File: src/rtl/core/assert_macros.svh
// Assertion macros shared by the statement counter RTL.
`ifndef ASSERT_MACROS_SVH
`define ASSERT_MACROS_SVH
`ifndef SYNTHESIS
`define OSC_ASSERT(lbl, prop, msg) \
   lbl: assert property (@(posedge clock) disable iff (reset) prop) else $error(msg);
`define OSC_ASSERT_NR(lbl, prop, msg) \
   lbl: assert property (@(posedge clock) prop) else $error(msg);
`else
`define OSC_ASSERT(lbl, prop, msg)
`define OSC_ASSERT_NR(lbl, prop, msg)
`endif
`endif

File: src/rtl/core/osc_pkg.sv
// Shared types, constants and keyword matcher for the statement counter.
`default_nettype none
package osc_pkg;

   localparam int COUNT_W = 20;
   localparam int NUM_CNT = 9;
   localparam logic [COUNT_W-1:0] LIMIT_RESET = COUNT_W'(1000000);

   localparam int RSP_BITS    = 1 + NUM_CNT * COUNT_W;
   localparam int RSP_TDATA_W = ((RSP_BITS + 7) / 8) * 8;

   localparam int C_POS  = 0;
   localparam int C_TEX  = 1;
   localparam int C_NRM  = 2;
   localparam int C_FACE = 3;
   localparam int C_TRI  = 4;
   localparam int C_GRP  = 5;
   localparam int C_MUSE = 6;
   localparam int C_MLIB = 7;
   localparam int C_IGN  = 8;

   localparam logic [1:0] NEED_POS  = 2'd3;
   localparam logic [1:0] NEED_TEX  = 2'd2;
   localparam logic [1:0] NEED_NRM  = 2'd3;
   localparam logic [1:0] NEED_NAME = 2'd1;
   localparam logic [1:0] OPS_MAX   = 2'd3;
   localparam logic [COUNT_W-1:0] FACE_MIN = COUNT_W'(3);
   localparam logic [COUNT_W-1:0] FACE_TRI_OFS = COUNT_W'(2);

   localparam logic [7:0] CH_LF    = 8'h0A;
   localparam logic [7:0] CH_CR    = 8'h0D;
   localparam logic [7:0] CH_SP    = 8'h20;
   localparam logic [7:0] CH_TAB   = 8'h09;
   localparam logic [7:0] CH_VT    = 8'h0B;
   localparam logic [7:0] CH_FF    = 8'h0C;
   localparam logic [7:0] CH_HASH  = 8'h23;
   localparam logic [7:0] CH_SLASH = 8'h2F;
   localparam logic [7:0] CH_BSL   = 8'h5C;

   typedef enum logic [4:0] {
      KW_NONE   = 5'd0,
      KW_V      = 5'd1,
      KW_VT     = 5'd2,
      KW_VN     = 5'd3,
      KW_F      = 5'd4,
      KW_G      = 5'd5,
      KW_U      = 5'd6,
      KW_US     = 5'd7,
      KW_USE    = 5'd8,
      KW_USEM   = 5'd9,
      KW_USEMT  = 5'd10,
      KW_USEMTL = 5'd11,
      KW_M      = 5'd12,
      KW_MT     = 5'd13,
      KW_MTL    = 5'd14,
      KW_MTLL   = 5'd15,
      KW_MTLLI  = 5'd16,
      KW_MTLLIB = 5'd17,
      KW_OTHER  = 5'd18
   } kw_type;

   typedef struct packed {
      logic               close;
      logic               fault;
      kw_type             kw;
      logic [1:0]         ops;
      logic [COUNT_W-1:0] fv;
   } line_ev_type;

   typedef struct packed {
      logic [NUM_CNT-1:0][COUNT_W-1:0] counts;
      logic                            ok;
   } rsp_type;

   function automatic kw_type kw_next(input kw_type k, input logic [7:0] c);
      kw_type r;
      r = KW_OTHER;
      case (k)
         KW_NONE: begin
            if (c == "v") r = KW_V;
            else if (c == "f") r = KW_F;
            else if (c == "g") r = KW_G;
            else if (c == "u") r = KW_U;
            else if (c == "m") r = KW_M;
         end
         KW_V: begin
            if (c == "t") r = KW_VT;
            else if (c == "n") r = KW_VN;
         end
         KW_U:     if (c == "s") r = KW_US;
         KW_US:    if (c == "e") r = KW_USE;
         KW_USE:   if (c == "m") r = KW_USEM;
         KW_USEM:  if (c == "t") r = KW_USEMT;
         KW_USEMT: if (c == "l") r = KW_USEMTL;
         KW_M:     if (c == "t") r = KW_MT;
         KW_MT:    if (c == "l") r = KW_MTL;
         KW_MTL:   if (c == "l") r = KW_MTLL;
         KW_MTLL:  if (c == "i") r = KW_MTLLI;
         KW_MTLLI: if (c == "b") r = KW_MTLLIB;
         default:  r = KW_OTHER;
      endcase
      return r;
   endfunction

endpackage
`default_nettype wire

File: src/rtl/core/obj_statement_counter_top.sv
// Result: the item built when the last input item is accepted is registered, then appears on rsp_.
// Throughput: one input byte per cycle while req_tready is high; each byte updates the line state and
//   at most one counter (or face and triangle together); the two-entry result buffer drops ready when full.
// Reset: synchronous, active high; clears line state, counters and error, sets the
//   count limit to 1000000 and empties the result buffer.
`default_nettype none
module obj_statement_counter_top
   import osc_pkg::*;
(
   input  wire logic                   clock,
   input  wire logic                   reset,
   input  wire logic                   req_tvalid,
   output logic                        req_tready,
   input  wire logic [7:0]             req_tdata,  // [7:0] data_byte
   input  wire logic                   req_tuser,  // [0] has_byte
   input  wire logic                   req_tlast,  // last
   output logic                        rsp_tvalid,
   input  wire logic                   rsp_tready,
   // [0] ok, [20:1] position_count, [40:21] texcoord_count, [60:41] normal_count,
   // [80:61] face_count, [100:81] triangle_count, [120:101] group_count,
   // [140:121] material_use_count, [160:141] material_library_count,
   // [180:161] ignored_count, [183:181] zero
   output logic [RSP_TDATA_W-1:0]      rsp_tdata,
   input  wire logic                   csr_wr_en,
   input  wire logic [COUNT_W-1:0]     csr_wr_data
);

   logic               accept, push, ready;
   logic [COUNT_W-1:0] limit;
   line_ev_type        ev;
   rsp_type            item;

   assign req_tready = ready;
   assign accept     = req_tvalid && ready;

   osc_scan u_scan (
      .clock     (clock),
      .reset     (reset),
      .en        (accept),
      .data_byte (req_tdata),
      .has_byte  (req_tuser),
      .last      (req_tlast),
      .limit     (limit),
      .ev        (ev)
   );

   osc_tally u_tally (
      .clock       (clock),
      .reset       (reset),
      .en          (accept),
      .last        (req_tlast),
      .csr_wr_en   (csr_wr_en),
      .csr_wr_data (csr_wr_data),
      .ev          (ev),
      .limit       (limit),
      .push        (push),
      .item        (item)
   );

   osc_out_buf u_out_buf (
      .clock      (clock),
      .reset      (reset),
      .push       (push),
      .item       (item),
      .ready      (ready),
      .rsp_tvalid (rsp_tvalid),
      .rsp_tready (rsp_tready),
      .rsp_tdata  (rsp_tdata)
   );

endmodule
`default_nettype wire

File: src/rtl/core/osc_scan.sv
// Line and token scanner: tracks the current line and reports each closed line.
`default_nettype none
module osc_scan
   import osc_pkg::*;
(
   input  wire logic               clock,
   input  wire logic               reset,
   input  wire logic               en,
   input  wire logic [7:0]         data_byte,
   input  wire logic               has_byte,
   input  wire logic               last,
   input  wire logic [COUNT_W-1:0] limit,
   output line_ev_type             ev
);

   typedef enum logic [2:0] {
      PH_LEAD, PH_LEAD_CR, PH_COMMENT, PH_DIR_GAP, PH_DIR_TOK, PH_ARG_GAP, PH_ARG_TOK
   } phase_type;

   phase_type          phase_ff, phase_in, p1;
   kw_type             kw_ff, kw1;
   logic [1:0]         ops_ff, ops1;
   logic               bad_ff, bad1, slash_ff, slash1;
   logic [COUNT_W-1:0] fv_ff, fv1;
   logic               is_lf, is_ws, is_gap, is_slash, is_bsl;
   logic               proc, line_end, start, tok_byte_end, tok_end, arg_end, fault;

   always_comb begin
      is_lf    = (data_byte == CH_LF);
      is_ws    = (data_byte == CH_SP) || (data_byte == CH_TAB) || (data_byte == CH_CR);
      is_gap   = is_ws || (data_byte == CH_VT) || (data_byte == CH_FF);
      is_slash = (data_byte == CH_SLASH);
      is_bsl   = (data_byte == CH_BSL);
      proc     = en && has_byte && !is_lf;
      line_end = en && ((has_byte && is_lf) || last);

      p1           = phase_ff;
      kw1          = kw_ff;
      bad1         = bad_ff;
      slash1       = slash_ff;
      start        = 1'b0;
      tok_byte_end = 1'b0;
      if (proc) begin
         case (phase_ff)
            PH_LEAD: begin
               if ((data_byte == CH_SP) || (data_byte == CH_TAB)) begin
                  p1 = PH_LEAD;
               end else if (data_byte == CH_CR) begin
                  p1 = PH_LEAD_CR;
               end else if (data_byte == CH_HASH) begin
                  p1 = PH_COMMENT;
               end else begin
                  p1    = PH_DIR_GAP;
                  start = !is_gap;
               end
            end
            PH_LEAD_CR: begin
               p1    = PH_DIR_GAP;
               start = !is_gap;
            end
            PH_DIR_GAP, PH_ARG_GAP: start = !is_gap;
            PH_DIR_TOK: begin
               if (is_ws) tok_byte_end = 1'b1;
               else kw1 = kw_next(kw_ff, data_byte);
            end
            PH_ARG_TOK: begin
               if (is_ws) begin
                  tok_byte_end = 1'b1;
               end else begin
                  bad1   = bad_ff || is_bsl || (data_byte == CH_VT) || (data_byte == CH_FF);
                  slash1 = is_slash;
               end
            end
            default: p1 = phase_ff;
         endcase
      end
      if (start) begin
         if (phase_ff == PH_ARG_GAP) begin
            p1     = PH_ARG_TOK;
            bad1   = is_slash || is_bsl;
            slash1 = is_slash;
         end else begin
            p1  = PH_DIR_TOK;
            kw1 = kw_next(kw_ff, data_byte);
         end
      end

      tok_end = tok_byte_end || (line_end && ((p1 == PH_DIR_TOK) || (p1 == PH_ARG_TOK)));
      arg_end = tok_end && (p1 == PH_ARG_TOK);
      ops1    = (arg_end && (ops_ff != OPS_MAX)) ? ops_ff + 2'd1 : ops_ff;
      fv1     = fv_ff;
      fault   = 1'b0;
      if (arg_end && (kw1 == KW_F)) begin
         if (bad1 || slash1) fault = 1'b1;
         else if (fv_ff >= limit) fault = 1'b1;
         else fv1 = fv_ff + COUNT_W'(1);
      end

      ev.close = line_end && (p1 != PH_LEAD) && (p1 != PH_LEAD_CR) && (p1 != PH_COMMENT);
      ev.fault = fault;
      ev.kw    = kw1;
      ev.ops   = ops1;
      ev.fv    = fv1;

      if (line_end) phase_in = PH_LEAD;
      else if (tok_byte_end) phase_in = PH_ARG_GAP;
      else phase_in = p1;
   end

   always_ff @(posedge clock) begin
      if (reset) begin
         phase_ff <= PH_LEAD;
         kw_ff    <= KW_NONE;
         ops_ff   <= '0;
         bad_ff   <= 1'b0;
         slash_ff <= 1'b0;
         fv_ff    <= '0;
      end else if (en) begin
         phase_ff <= phase_in;
         if (line_end) begin
            kw_ff    <= KW_NONE;
            ops_ff   <= '0;
            bad_ff   <= 1'b0;
            slash_ff <= 1'b0;
            fv_ff    <= '0;
         end else begin
            kw_ff    <= kw1;
            ops_ff   <= ops1;
            bad_ff   <= bad1;
            slash_ff <= slash1;
            fv_ff    <= fv1;
         end
      end
   end

endmodule
`default_nettype wire

File: src/rtl/core/osc_tally.sv
// Statement counters, limit register and sticky error; builds the result item.
`default_nettype none
module osc_tally
   import osc_pkg::*;
(
   input  wire logic               clock,
   input  wire logic               reset,
   input  wire logic               en,
   input  wire logic               last,
   input  wire logic               csr_wr_en,
   input  wire logic [COUNT_W-1:0] csr_wr_data,
   input  wire line_ev_type        ev,
   output logic [COUNT_W-1:0]      limit,
   output logic                    push,
   output rsp_type                 item
);

   logic [NUM_CNT-1:0][COUNT_W-1:0] cnt_ff, cnt_in;
   logic                            err_ff, err_in;
   logic [COUNT_W-1:0]              limit_ff;
   logic [NUM_CNT-1:0]              inc;
   logic                            tri_en, bad;
   logic [COUNT_W:0]                sum, tri_sum;

   assign limit = limit_ff;

   always_comb begin
      inc    = '0;
      tri_en = 1'b0;
      bad    = 1'b0;
      if (ev.close) begin
         case (ev.kw)
            KW_V:      if (ev.ops < NEED_POS) bad = 1'b1; else inc[C_POS] = 1'b1;
            KW_VT:     if (ev.ops < NEED_TEX) bad = 1'b1; else inc[C_TEX] = 1'b1;
            KW_VN:     if (ev.ops < NEED_NRM) bad = 1'b1; else inc[C_NRM] = 1'b1;
            KW_G:      if (ev.ops < NEED_NAME) bad = 1'b1; else inc[C_GRP] = 1'b1;
            KW_USEMTL: if (ev.ops < NEED_NAME) bad = 1'b1; else inc[C_MUSE] = 1'b1;
            KW_MTLLIB: if (ev.ops < NEED_NAME) bad = 1'b1; else inc[C_MLIB] = 1'b1;
            KW_F: begin
               if (ev.fv < FACE_MIN) begin
                  bad = 1'b1;
               end else begin
                  inc[C_FACE] = 1'b1;
                  tri_en      = 1'b1;
               end
            end
            default: inc[C_IGN] = 1'b1;
         endcase
      end

      cnt_in = cnt_ff;
      for (int i = 0; i < NUM_CNT; i++) begin
         sum = {1'b0, cnt_ff[i]} + (COUNT_W+1)'(1);
         if (inc[i]) begin
            if (sum > {1'b0, limit_ff}) bad = 1'b1;
            else cnt_in[i] = sum[COUNT_W-1:0];
         end
      end
      tri_sum = {1'b0, cnt_ff[C_TRI]} + {1'b0, ev.fv - FACE_TRI_OFS};
      if (tri_en) begin
         if (tri_sum > {1'b0, limit_ff}) bad = 1'b1;
         else cnt_in[C_TRI] = tri_sum[COUNT_W-1:0];
      end

      err_in      = err_ff || ev.fault || bad;
      push        = en && last;
      item.ok     = !err_in;
      item.counts = err_in ? '0 : cnt_in;
   end

   always_ff @(posedge clock) begin
      if (reset) begin
         cnt_ff   <= '0;
         err_ff   <= 1'b0;
         limit_ff <= LIMIT_RESET;
      end else begin
         if (csr_wr_en) limit_ff <= csr_wr_data;
         if (en) begin
            if (last) begin
               cnt_ff <= '0;
               err_ff <= 1'b0;
            end else begin
               cnt_ff <= cnt_in;
               err_ff <= err_in;
            end
         end
      end
   end

endmodule
`default_nettype wire

File: src/rtl/core/osc_out_buf.sv
// Two-entry result buffer: output register plus skid entry.
`default_nettype none
`include "assert_macros.svh"
module osc_out_buf
   import osc_pkg::*;
(
   input  wire logic                   clock,
   input  wire logic                   reset,
   input  wire logic                   push,
   input  wire rsp_type                item,
   output logic                        ready,
   output logic                        rsp_tvalid,
   input  wire logic                   rsp_tready,
   output logic [RSP_TDATA_W-1:0]      rsp_tdata
);

   rsp_type m_ff, s_ff;
   logic    m_valid_ff, s_valid_ff;
   logic    pop;

   assign ready      = !s_valid_ff;
   assign pop        = m_valid_ff && rsp_tready;
   assign rsp_tvalid = m_valid_ff;
   assign rsp_tdata  = {{(RSP_TDATA_W-RSP_BITS){1'b0}}, m_ff};

   always_ff @(posedge clock) begin
      if (reset) begin
         m_valid_ff <= 1'b0;
         s_valid_ff <= 1'b0;
      end else if (s_valid_ff) begin
         if (pop) begin
            m_ff       <= s_ff;
            s_valid_ff <= 1'b0;
         end
      end else if (push) begin
         if (!m_valid_ff || pop) begin
            m_ff       <= item;
            m_valid_ff <= 1'b1;
         end else begin
            s_ff       <= item;
            s_valid_ff <= 1'b1;
         end
      end else if (pop) begin
         m_valid_ff <= 1'b0;
      end
   end

   `OSC_ASSERT_NR(a_skid_needs_main, s_valid_ff |-> m_valid_ff, "skid item without main item")
   `OSC_ASSERT(a_no_push_when_full, push |-> !s_valid_ff, "item pushed into full buffer")
   `OSC_ASSERT(a_skid_drains, (s_valid_ff && rsp_tready) |=> !s_valid_ff, "skid item not moved")

endmodule
`default_nettype wire
File: config.mk
export PLATFORM = sky130hd
export DESIGN_NAME = obj_statement_counter_top
export DESIGN_NICKNAME = d
export VERILOG_FILES = /design/src/rtl/core/osc_pkg.sv /design/src/rtl/core/obj_statement_counter_top.sv /design/src/rtl/core/osc_scan.sv /design/src/rtl/core/osc_tally.sv /design/src/rtl/core/osc_out_buf.sv
export VERILOG_INCLUDE_DIRS = /design/src /design/src/rtl/core
export SDC_FILE = /design/constraint.sdc
export NUM_CORES = 2
export LEC_CHECK = 0
export BUFFER_PORTS_ARGS = -buffer_cell sky130_fd_sc_hd__buf_4
export CORE_MARGIN = 3
export CORE_UTILIZATION = 35
export CTS_CLUSTER_SIZE = 40
export DETAILED_ROUTE_END_ITERATION = 6
export HOLD_SLACK_MARGIN = 0.15
export SLEW_MARGIN = 40
export SYNTH_ARGS = -nofsm -noshare
export SYNTH_HDL_FRONTEND = slang
export SYNTH_HIERARCHICAL = 1
export SYNTH_SLANG_ARGS = --single-unit
File: constraint.sdc
create_clock -name clock -period 38.4 [get_ports clock]
set_input_delay 1.92 -clock clock [delete_from_list [all_inputs] [get_ports clock]]
set_output_delay 1.92 -clock clock [all_outputs]
set_load 0.05 [all_outputs]
* After elaboration in Yosys (flattened, before gate mapping)
Cells that the tools add are included.
** Word-level totals
- Register bits :: 597
- Bits of input ports :: 35
- Output and inout port bits :: 186
- Logic and storage cells :: 300
** Operators by class
- Add/sub/neg operators :: 12
- Order comparisons :: 14
- Equality and inequality tests :: 51
- Muxes and demuxes :: 133
- Bitwise operators :: 3
- Reduce and logical (&&, ||, !) cells :: 48
** Operator list (count)
- $mux W181 :: 4
- $mux W20 :: 22
- $mux W180 :: 2
- $gt A21 B20 Y1 :: 9
- $add A20 B1 Y21 const B :: 8
- $mux W5 :: 21
- $eq A8 B7 Y1 const B :: 13
- $mux W1 :: 67
- $pmux W5 S12 :: 1
- $eq A5 B4 Y1 const B :: 8
- $eq A8 B4 Y1 const B :: 5
- $eq A8 B6 Y1 const B :: 3
- $add A20 B20 Y21 :: 1
- $add A20 B1 Y20 const B :: 1
- $eq A5 B3 Y1 const B :: 4
- $ge A20 B20 Y1 :: 1
- $lt A20 B2 Y1 const B :: 1
- $sub A20 B2 Y20 const B :: 1
- $mux W3 :: 6
- $eq A3 B3 Y1 const B :: 5
- $logic_or A1 B1 Y1 :: 15
- $logic_and A1 B1 Y1 :: 14
- $eq A5 B1 Y1 const B :: 2
- $eq A5 B2 Y1 const B :: 2
- 26 further kinds :: 45

* Depth between registers and ports, before layout
- Depth after elaboration :: 46
- Mapped depth :: 41
- Depth with buffers taken out :: 34

* By module
Netlist, hierarchy kept.
** By module, submodules not included
- osc_tally :: instances 1, cells each 2740, area an instance 20855.0 sq um, sequential area each 4023.9 sq um
- osc_out_buf :: instances 1, cells each 581, area an instance 13649.3 sq um, sequential area each 10910.5 sq um
- osc_scan :: instances 1, cells each 495, area an instance 3593.4 sq um, sequential area each 640.6 sq um
- obj_statement_counter_top :: instances 1, cells each 1, area an instance 6.3 sq um, sequential area each 0.0 sq um

* Worst setup path before layout
OpenSTA, ideal clock, no wires.
- Path type :: input port to flip-flop
- Start :: input port req_tvalid
- End :: register u_out_buf/s_ff[0] (netlist name) (enable)
- Setup time :: 1.224 ns
- Arrival time :: 21.090 ns
- Data required time :: 37.176 ns
- Slack :: 16.085 ns
- Cell stages on the path :: 6
- Buffers on the path :: 1
- Cells stage by stage :: and2_1 inv_2 clkbuf_1 nor2_1 nand2b_4 nor4b_1
** On the way
- Longest elaborated chain between the ends :: 3
** Ends and longest elaborated chain
- from (decl) :: line obj_statement_counter_top.sv:12 : input wire logic req_tvalid,
- $logic_and A1 B1 Y1 :: line obj_statement_counter_top.sv:34 : assign accept = req_tvalid && ready;
- $logic_and A1 B1 Y1 :: line osc_tally.sv:66 : push = en && last;
- net push :: line obj_statement_counter_top.sv:28 : logic accept, push, ready;
- $reduce_and A4 Y1 (no line)
- to (signal assigned) :: line osc_out_buf.sv:40 : s_ff <= item;
- to (decl) :: line osc_out_buf.sv:17 : rsp_type m_ff, s_ff;
The timed path passes the listed nets, and every way through them passes these cells.
A chain may end at the register's enable or synchronous reset.

==> flow_summary.yaml <==
timing:
  setup_viol: 0
  maxSlewViolCount: 0
  worst_pin_slew_ps: 912
  slew_headroom_pct: 38.4
  fmax_mhz: 88.6
  fin_tns_setup_ps: 0
  grt_setup_unrepaired: "no"
  finalClockSkew_ps: 33.0
  worst_slack_ps: 27110
  period_share_pct: 29.4
  fin_crit_ps: 11290
  hold_violations: 0
clocking:
  holdBufCountCts: 0
  cts.sinks: 597
  post_cts_resized: 0
  clockRootBuffer: "clkbuf_16"
  htree_num_levels: 3
  cts_tree: "yes"
  postCtsSetupBuffers: 0
  clockBufferDepth: 3
  cts_buffers: 70
  clk_pin_slew_ps: 60
  insertion_delay_ps: 630
floorplan:
  num_rows: 120
  io-pin-count: 221
  die_h_um: 336
  die_area_mm2: 0.113
  fp.dieW_um: 336
  start_util_pct: 35.4
  coreArea_mm2: 0.108
synthesis:
  yosysTopAreaCellShare_pct: 28.5
  synthCells: 3817
  synth_edf_count: 362
  synth_seq_area_share_pct: 40.9
  syn_area_mm2: 0.0381
  synth_area_per_cell_um2: 9.98
  netlist_top_cells_area: "edfxtp_1 (29%), dfxtp_1 (12%), ha_1 (7.6%), xnor2_1 (4.1%), mux2_4 (4.0%)"
  synthFlopType: "edfxtp_1"
  ys_ff_latch: 597
  yosysTopAreaCell: "edfxtp_1"
  synthDistinctLibCells: 102
  ys_async_sr_fraction_pct: 0
  ys_warn_count: 6
place:
  hpwl_um: 75400
  dpl_worst_slack_ps: 26410
  placedCellCount: 5217
  gp_congestion: 0.886
  port_buffers: 217
global_routing:
  gr-total-overflow: 0
  grt_pass1_wl_um: 169000
  grtUsageMet1_pct: 26.2
  antenna_found_initial: 1
  first_global_vias: 27700
  met2_usage_pct: 31.0
  grt_util_met3_pct: 2.44
  gr-usage-all-layers_pct: 19.0
  grt.busiest_layer: "met2"
  grt_max_degree: 91
power_and_ir_drop:
  p_total_uw: 1500
  pwr_density_cell_mw_per_mm2: 34.8
  ir_drop_mv: 0.0342
  power_leakage_uw: 0.0168
route:
  first_pass_iters: 5
  drtAntennaViolNets: 0
  wl_per_cell_um: 20.7
  drcViolationCount: 0
  viasPerCell: 5.48
  vias: 29300
  drtIter0Drc: 2277
  wirelength_um: 110000
setup_path:
  worstPathArrival_ps: 11640
  end_kind: "flop"
  start_kind: "primary input"
  required_ps: 38760
  critical_path_buf_inv_count: 4
  cp_slowest_stage_delay_ps: 600
  cp_common_cell: "nor3_1"
  crit_type: "primary input to flop"
  crit_family: "simple AND/OR/NAND/NOR gates"
  cp_slowest_cell: "and3_1"
  cp_max_fo: 64
flow_run:
  max-cap-violations: 0
final_layout:
  layout_commonest_cell: "edfxtp_1"
  area_delta_synth_final_pct: 13.0
  fill_cells: 10500
  layout.nets: 4154
  layout_common_cells: "edfxtp_1 (362), nand2_1 (286), a21oi_1 (270)"
  fin_util_pct: 40.0
  drive_gt1_share_pct: 18.0
  final_cells: 5347
worst_hold_path:
  hold_class: "flop to flop"
status:
  run_status: "completed"
[metal layers]
| layer | routed length, µm | share of wire (%) |
|---|---|---|
| met3 | 5930 | 5.4 |
| met4 | 2960 | 2.7 |
| met5 | 17 | 0.015 |
| met1 | 50100 | 45 |
| met2 | 51400 | 47 |
[cell type report]
type                            instances  area (µm²)  area share (%)
Antenna cell                            1        2.50         0.00581
Timing Repair Buffer                  266        2070            4.82
Clock inverter                         34         463            1.08
Clock buffer                           94        1920            4.47
Tap cell                             1403        1760            4.08
Multi-Input combinational cell       2862       20900            48.6
Inverter                               90         338           0.785
Sequential cell                       597       15600            36.2
[metrics by stage]
step | instance area [µm²] | hold slack (ps)
global route | 43000 | 506
detailed placement | 40600 | 473
CTS | 43000 | 481
floorplan | 38100 | 430
finish | 43000 | 473
global placement | 40500 | 460
[cells by family after synthesis]
family	count (synthesis)	share of synthesized area, %
multiplexers	211	7.15
XOR/XNOR	348	8.00
buffers and inverters	360	4.62
flip-flops	597	40.9
AO/OA/AOI/OAI	770	12.9
other	1	0.00984
AND/OR/NAND/NOR	1298	18.8
adder cells (fa/ha/maj)	232	7.64
[worst register-to-register path: cells and delay by family, from the launching register on]
family | cells | cell delay [ps]
AND/OR/NAND/NOR | 18 | 5260
AO/OA/AOI/OAI | 7 | 1480
buffers and inverters | 4 | 1410
multiplexers | 2 | 680
adder cells (fa/ha/maj) | 2 | 610
flip-flops | 1 | 460
XOR/XNOR | 2 | 300
[cell usage after synthesis (21+ instances only)]
| master | number |
|---|---|
| a22oi_1 | 21 |
| o21ai_0 | 161 |
| a21oi_1 | 271 |
| xor2_1 | 170 |
| nor2b_1 | 36 |
| ha_1 | 231 |
| buf_2 | 51 |
| a32o_1 | 30 |
| a22o_1 | 26 |
| edfxtp_1 | 362 |
| a21o_1 | 32 |
| nand4_1 | 76 |
| nor2_1 | 268 |
| xnor2_1 | 178 |
| a211oi_1 | 27 |
| clkbuf_1 | 166 |
| nor3_1 | 102 |
| mux2i_1 | 24 |
| o211ai_1 | 25 |
| a31oi_1 | 38 |
| mux2_4 | 101 |
| nand3_1 | 113 |
| inv_1 | 87 |
| and3_1 | 67 |
| nor4_1 | 30 |
| or3_1 | 62 |
| nand2_1 | 287 |
| nor2_4 | 90 |
| and2_1 | 38 |
| dfxtp_1 | 235 |
| nand2b_1 | 31 |
| mux2_2 | 86 |
[where the power goes]
group	switching (µW)	internal, µW
Combinational	80.2	29.8
Sequential	5.08	681
Clock	282	422
[final timing paths]
kind                                         from                                 to  slack [ps]  cells past startpoint
hold / removal        u_tally/err_ff$_SDFFE_PP0P_        u_tally/err_ff$_SDFFE_PP0P_         470                      2
setup reg to reg  u_out_buf/s_valid_ff$_SDFF_PP0_  u_out_buf/rsp_tdata[52]$_DFFE_PP_       27970                     35
setup / recovery                     req_tdata[4]  u_out_buf/rsp_tdata[52]$_DFFE_PP_       27110                     35
hold reg to reg       u_tally/err_ff$_SDFFE_PP0P_        u_tally/err_ff$_SDFFE_PP0P_         470                      2
[sequential cells by signal, summed over array words and instances, names as in the netlist]
register              count
u_out_buf/s_valid_ff      1
u_tally/cnt_ff          180
u_out_buf/rsp_tvalid      1
u_out_buf/rsp_tdata     181
u_tally/limit            20
u_scan/ops_ff             2
u_scan/kw_ff              5
u_scan/slash_ff           1
u_scan/fv_ff             20
u_tally/err_ff            1
u_scan/bad_ff             1
u_out_buf/s_ff          181
u_scan/phase_ff           3
Power figures use the tool's default switching activity.
